<file path="src/design/position_pnl_tracker_unit_macros.svh">
// Assertion macros shared by the position tracker RTL.
// Used by ppt_alu and position_pnl_tracker_unit; no other dependencies.
`ifndef POSITION_PNL_TRACKER_UNIT_MACROS_SVH
`define POSITION_PNL_TRACKER_UNIT_MACROS_SVH

// Same-cycle implication, disabled in reset.
`define PPT_ASSERT_IMP(NAME, CLK, RSTN, ANTE, CONS) \
    NAME: assert property (@(posedge CLK) disable iff (!RSTN) (ANTE) |-> (CONS)) \
        else $error("ppt assertion failed");

// Next-cycle implication, disabled in reset.
`define PPT_ASSERT_NXT(NAME, CLK, RSTN, ANTE, CONS) \
    NAME: assert property (@(posedge CLK) disable iff (!RSTN) (ANTE) |=> (CONS)) \
        else $error("ppt assertion failed");

`endif

</file>
<file path="src/design/ppt_pkg.sv">
// Package for the position and P&L tracker: payload structs, codes,
// table row type and symbol trimming. No dependencies.
`default_nettype none
package ppt_pkg;

    localparam int TABLE_ENTRIES_DEF = 64;
    localparam int SYMBOL_CHARS_DEF  = 8;
    localparam logic [7:0] SPACE_CHAR = 8'h20;

    localparam logic [1:0] OP_FILL  = 2'd0;
    localparam logic [1:0] OP_QUERY = 2'd1;
    localparam logic [1:0] OP_CLEAR = 2'd2;

    localparam logic [1:0] ST_OK   = 2'd0;
    localparam logic [1:0] ST_ZERO = 2'd1;
    localparam logic [1:0] ST_FULL = 2'd2;
    localparam logic [1:0] ST_MISS = 2'd3;

    localparam logic [6:0] MUL_LAST = 7'd63;
    localparam logic [6:0] DIV_LAST = 7'd127;

    typedef struct packed {
        logic [1:0]  opcode;
        logic [63:0] symbol_key;
        logic        is_sell;
        logic [31:0] quantity;
        logic [47:0] price;
    } req_t;

    typedef struct packed {
        logic [1:0]         status;
        logic signed [63:0] net_pos;
        logic [47:0]        average_price;
        logic signed [63:0] pnl_realized;
        logic signed [63:0] unrealized_pnl;
        logic signed [63:0] total_pnl;
        logic [63:0]        bought_total;
        logic [63:0]        sold_total;
    } rsp_t;

    typedef struct packed {
        logic [63:0] key;
        logic [63:0] position;
        logic [47:0] average;
        logic [63:0] bought;
        logic [63:0] sold;
        logic [63:0] realized;
    } row_t;

    typedef enum logic {ALU_MUL = 1'b0, ALU_DIV = 1'b1} alu_op_t;

    typedef struct packed {
        logic    start;
        alu_op_t op;
    } alu_cmd_t;

    // Keep bytes up to the first NUL within chars, then drop trailing spaces.
    function automatic logic [63:0] trim_key(input logic [63:0] raw, input int chars);
        logic [63:0] res;
        logic        stop;
        int          n;
        res  = '0;
        stop = 1'b0;
        n    = 0;
        for (int i = 0; i < 8; i++) begin
            if (!stop && i < chars && raw[63-8*i -: 8] != 8'd0) begin
                n = i + 1;
            end else begin
                stop = 1'b1;
            end
        end
        for (int i = 7; i >= 0; i--) begin
            if (n == i + 1 && raw[63-8*i -: 8] == SPACE_CHAR) begin
                n = i;
            end
        end
        for (int i = 0; i < 8; i++) begin
            if (i < n) begin
                res[63-8*i -: 8] = raw[63-8*i -: 8];
            end
        end
        return res;
    endfunction

endpackage
`default_nettype wire

</file>
<file path="src/design/ppt_alu.sv">
// Shared serial arithmetic unit: shift-add multiply (64 steps) and
// restoring divide of 128 by 65 bits (128 steps). Uses ppt_pkg.
`default_nettype none
`include "position_pnl_tracker_unit_macros.svh"
module ppt_alu (
    input  wire logic             clk,
    input  wire logic             rst_n,
    input  wire ppt_pkg::alu_cmd_t cmd,
    input  wire logic [127:0]     opa,
    input  wire logic [64:0]      opb,
    output logic                  busy,
    output logic                  done,
    output logic [127:0]          result
);
    import ppt_pkg::*;

    logic          busy_reg;
    logic          done_reg;
    alu_op_t       op_reg;
    logic [6:0]    cnt_reg;
    logic [127:0]  acc_reg;
    logic [127:0]  mcand_reg;
    logic [63:0]   mplier_reg;
    logic [64:0]   rem_reg;
    logic [64:0]   dvsr_reg;
    logic [65:0]   rem_sh;
    logic [66:0]   diff;

    assign rem_sh = {rem_reg, acc_reg[127]};
    assign diff   = {1'b0, rem_sh} - {2'b00, dvsr_reg};

    always_ff @(posedge clk or negedge rst_n) begin
        if (!rst_n) begin
            busy_reg <= 1'b0;
            done_reg <= 1'b0;
        end else begin
            done_reg <= 1'b0;
            if (cmd.start) begin
                busy_reg <= 1'b1;
            end else if (busy_reg && cnt_reg == 7'd0) begin
                busy_reg <= 1'b0;
                done_reg <= 1'b1;
            end
        end
    end

    always_ff @(posedge clk) begin
        if (cmd.start) begin
            op_reg <= cmd.op;
            if (cmd.op == ALU_MUL) begin
                cnt_reg    <= MUL_LAST;
                acc_reg    <= '0;
                mcand_reg  <= opa;
                mplier_reg <= opb[63:0];
            end else begin
                cnt_reg  <= DIV_LAST;
                acc_reg  <= opa;
                rem_reg  <= '0;
                dvsr_reg <= opb;
            end
        end else if (busy_reg) begin
            cnt_reg <= cnt_reg - 7'd1;
            if (op_reg == ALU_MUL) begin
                if (mplier_reg[0]) begin
                    acc_reg <= acc_reg + mcand_reg;
                end
                mcand_reg  <= {mcand_reg[126:0], 1'b0};
                mplier_reg <= {1'b0, mplier_reg[63:1]};
            end else begin
                // Subtract when no borrow, shift the quotient bit in.
                if (!diff[66]) begin
                    rem_reg <= diff[64:0];
                end else begin
                    rem_reg <= rem_sh[64:0];
                end
                acc_reg <= {acc_reg[126:0], ~diff[66]};
            end
        end
    end

    assign busy   = busy_reg;
    assign done   = done_reg;
    assign result = acc_reg;

    `PPT_ASSERT_IMP(a_start_when_free, clk, rst_n, cmd.start, !busy_reg)
    `PPT_ASSERT_IMP(a_done_after_busy, clk, rst_n, done_reg, !busy_reg && $past(busy_reg))
    `PPT_ASSERT_NXT(a_last_step_done, clk, rst_n, busy_reg && cnt_reg == 7'd0, done_reg)

endmodule
`default_nettype wire

</file>
<file path="config.mk">
export PLATFORM = sky130hd
export DESIGN_NAME = ppt_alu
export DESIGN_NICKNAME = d
export VERILOG_FILES = /design/src/design/ppt_pkg.sv /design/src/design/ppt_alu.sv
export VERILOG_INCLUDE_DIRS = /design/src /design/src/design
export SDC_FILE = /design/constraint.sdc
export NUM_CORES = 1
export LEC_CHECK = 0
export ABC_CLOCK_PERIOD_IN_PS = 14800
export BUFFER_PORTS_ARGS = -buffer_cell sky130_fd_sc_hd__buf_4
export CORE_MARGIN = 2
export CORE_UTILIZATION = 55
export CTS_BUF_LIST = sky130_fd_sc_hd__clkbuf_8 sky130_fd_sc_hd__clkbuf_16
export DETAILED_ROUTE_END_ITERATION = 6
export PLACE_DENSITY_LB_ADDON = 0.15
export SETUP_SLACK_MARGIN = 0.15
export SYNTH_ARGS = -nofsm -noshare
export SYNTH_HDL_FRONTEND = slang
export SYNTH_SLANG_ARGS = --single-unit
</file>
<file path="constraint.sdc">
create_clock -name clk -period 14.8 [get_ports clk]
set_clock_uncertainty 0.1 [all_clocks]
set_input_delay 2.96 -clock clk [delete_from_list [all_inputs] [get_ports clk]]
set_output_delay 2.96 -clock clk [all_outputs]
set_load 0.05 [all_outputs]
</file>
==> metrics.yaml <==
cp_num_cells: 5
vias: 26700
top_usage_layer: "met2"
synth.net_count: 3584
ys_seq_elements: 460
reg2reg_depth: 13
post-cts-setup-buffer-count: 0
drt-initial-drc-count: 2295
grt_pass1_wl_mm: 149
placed_cell_area_sq_um: 34500
hold_viol: 0
grt_util_met2_pct: 52.2
r2r_slack_ns: 10.23
r2r-start: "result[0]"
ys_warn_count: 0
die_h_um: 243
use_met1_pct: 43.3
antenna_found_initial: 2
rsz0062_at_grt: "false"
wl_mm: 97.1
layout-drive-gt1-share_pct: 19.0
wl_per_cell_um: 22.9
worstPathMaxFanout: 76
ir_drop_mv: 0.142
clk_pin_slew_ns: 0.06
p_leak_nw: 14.6
viasPerCell: 6.32
hp-class: "reg -> reg"
rr_endpoint: "result[124]"
cts_resized: 0
crit_buf_inv: 2
gp_congestion: 0.954
period_needed_ns: 5.20
maxCapViolCount: 0
placed_cells: 4131
fp.dieW_um: 243
crit_chain: "buf_8 > and2_4 > nor2_1 > nor2_4 > buf_4"
fmax_mhz: 192
crit_type: "in -> reg"
power_density_nw_per_um2: 171
drt_pre_antenna_iters: 5
syn_avg_cell_area_sq_um: 9.87
crit_family: "buffers and inverters"
hpwl_mm: 70.7
slew_violations: 0
cts_tree: "yes"
postRouteAntennaNets: 0
cp.arrival_ns: 5.34
io_pins: 327
fin_tns_setup_ns: 0
syn_inst: 3192
io_buffers: 326
synth_cell_types: 87
startpoint_type: "input port"
fill_cells: 4606
area_growth_pct: 15.1
fin_area_sq_um: 36300
ys_seq_area_share_pct: 43.8
groute.usage.overall_pct: 31.8
synthesis.area_sq_um: 31500
coreArea_sq_um: 56500
final-setup-viol-count: 0
maxSlewHeadroom_pct: 29.3
first_global_vias: 26300
htreeDepth: 2
finish.net_count: 3822
status: "finished clean"
cp_slowest_cell: "and2_4"
crit_required_ns: 14.94
drc_errors: 0
yosys_most_used_dff: "edfxtp_1"
clk_path_buf_depth: 3
power_mw: 6.22
synth-async-reset-ratio_pct: 0.435
clock_latency_ns: 0.62
worstSetupStartpoint: "cmd[1]"
met3_usage_pct: 3.75
synth_edf_count: 458
worst_pin_slew_ns: 1.06
crit_path_end_kind: "flip-flop"
initial_utilization_pct: 55.8
grt-ovfl-total: 0
holdBufCountCts: 0
grt_max_degree: 161
cpPeakStageDelay_ns: 0.78
cts_made_buffers: 53
fin_cells: 4231
fin_crit_sh_pct: 35.1
cts.sinks: 460
rows: 87
cts_root_buf: "clkbuf_16"
die_area_sq_um: 59200
crit_end: "rem_reg[39]"
-- cells in the mapped netlist (all sizes together) (14+ instances only) --
library cell  number  area share, %
nand2            341            4.1
and3              19           0.38
and2              21           0.42
clkbuf           134            1.6
nand2b            17           0.34
xor2              63            1.8
nor2             193            2.3
a22oi             78            1.9
o21ai            273            4.3
o31ai             14           0.38
a21o              82            2.0
inv              130            1.5
a31oi             16           0.32
ha               193            7.7
nor3              47           0.75
nor4              15           0.32
mux2             190            6.8
a21boi            15           0.36
a211oi            34           0.84
a21oi            348            5.5
nand3             34           0.54
nand4             68            1.4
o21bai            53            1.3
buf               28           0.48
edfxtp           458             44
o21a              29           0.69
xnor2            119            3.3
-- power by group --
group / switching, mW / internal (mW) / leakage [nW]
Clock: 0.564 / 0.824 / 0.925
Sequential: 0.195 / 1.72 / 4.67
Combinational: 1.89 / 1.03 / 8.96
-- routing by layer --
layer,share of wire (%),vias up,routed length (um)
met3,6.9,193,6720
met2,47,1133,45600
met1,42,12900,41100
met5,0.013,-,13
li1,-,12500,-
met4,3.8,2,3690
-- worst register-to-register path: cells and delay by family, from the launching register on --
| kind | cells | cell delay, ns |
|---|---|---|
| DFF | 1 | 0.43 |
| adders and majority gates | 2 | 0.70 |
| AOI/OAI and AO/OA | 7 | 2.17 |
| and+or+nand+nor | 3 | 0.66 |
| xor gates and xnor gates | 1 | 0.20 |
-- cells by family (layout without fill, tap and decap cells) --
family,count (synthesis),in the layout,synth area share [%]
adder cells (fa/ha/maj),195,195,7.79
other,0,1,0
AND/OR/NAND/NOR,813,813,11.8
buffers and inverters,292,574,3.64
XOR/XNOR,182,182,5.06
multiplexers,203,203,7.20
AO/OA/AOI/OAI,1047,1047,20.7
flip-flops,460,460,43.8
-- how the worst min path moves through the flow --
stage	startpoint	endpoint	slack, ns	cells after the start
after floorplan	mplier_reg[1]	mplier_reg[0]	0.42	1
after global placement	mplier_reg[59]	mplier_reg[58]	0.43	1
after detailed placement	mplier_reg[39]	mplier_reg[38]	0.44	1
after CTS	mplier_reg[40]	mplier_reg[39]	0.45	1
after global routing	mplier_reg[40]	mplier_reg[39]	0.46	1
final	mplier_reg[40]	mplier_reg[39]	0.45	1
-- placed cells by master, fill, tap and decap left out, drive strengths merged, types with 9 or more instances in the layout --
| master | n |
|---|---|
| a21o | 82 |
| nand3 | 34 |
| nand4 | 68 |
| o31ai | 14 |
| and2 | 21 |
| clkinv | 25 |
| xor2 | 63 |
| a211oi | 34 |
| bufinv | 9 |
| and4 | 11 |
| nor2 | 193 |
| a21oi | 348 |
| a21boi | 15 |
| or3 | 10 |
| xnor2 | 119 |
| clkbuf | 55 |
| o21a | 29 |
| nor3 | 47 |
| inv | 139 |
| o31a | 10 |
| buf | 345 |
| o21bai | 53 |
| nand2b | 17 |
| ha | 193 |
| nor2b | 12 |
| a22oi | 78 |
| edfxtp | 458 |
| and3 | 19 |
| mux2i | 13 |
| nor4 | 15 |
| o21ai | 273 |
| o211ai | 13 |
| a31oi | 16 |
| nand2 | 341 |
| mux2 | 190 |
-- per-stage QoR --
| step | hold WS [ns] | util (%) | setup WS (ns) |
|---|---|---|---|
| floorplan | 0.425 | - | 2.35 |
| global placement | 0.429 | 61.0 | 9.05 |
| detailed placement | 0.436 | 61.0 | 8.97 |
| CTS | 0.453 | 64.2 | 9.63 |
| global route | 0.463 | 64.2 | 9.47 |
| finish | 0.446 | 64.2 | 9.60 |
-- final cells by class --
| type | count | area, sq um | area share (%) |
|---|---|---|---|
| Clock inverter | 44 | 453 | 1.25 |
| Timing Repair Buffer | 345 | 2610 | 7.19 |
| Sequential cell | 460 | 13800 | 38.0 |
| Tap cell | 756 | 946 | 2.61 |
| Multi-Input combinational cell | 2440 | 16600 | 45.8 |
| Inverter | 130 | 488 | 1.35 |
| Clock buffer | 55 | 1370 | 3.76 |
| Antenna cell | 1 | 2.50 | 0.00690 |
Note: power is estimated with default switching activity, not from simulation.
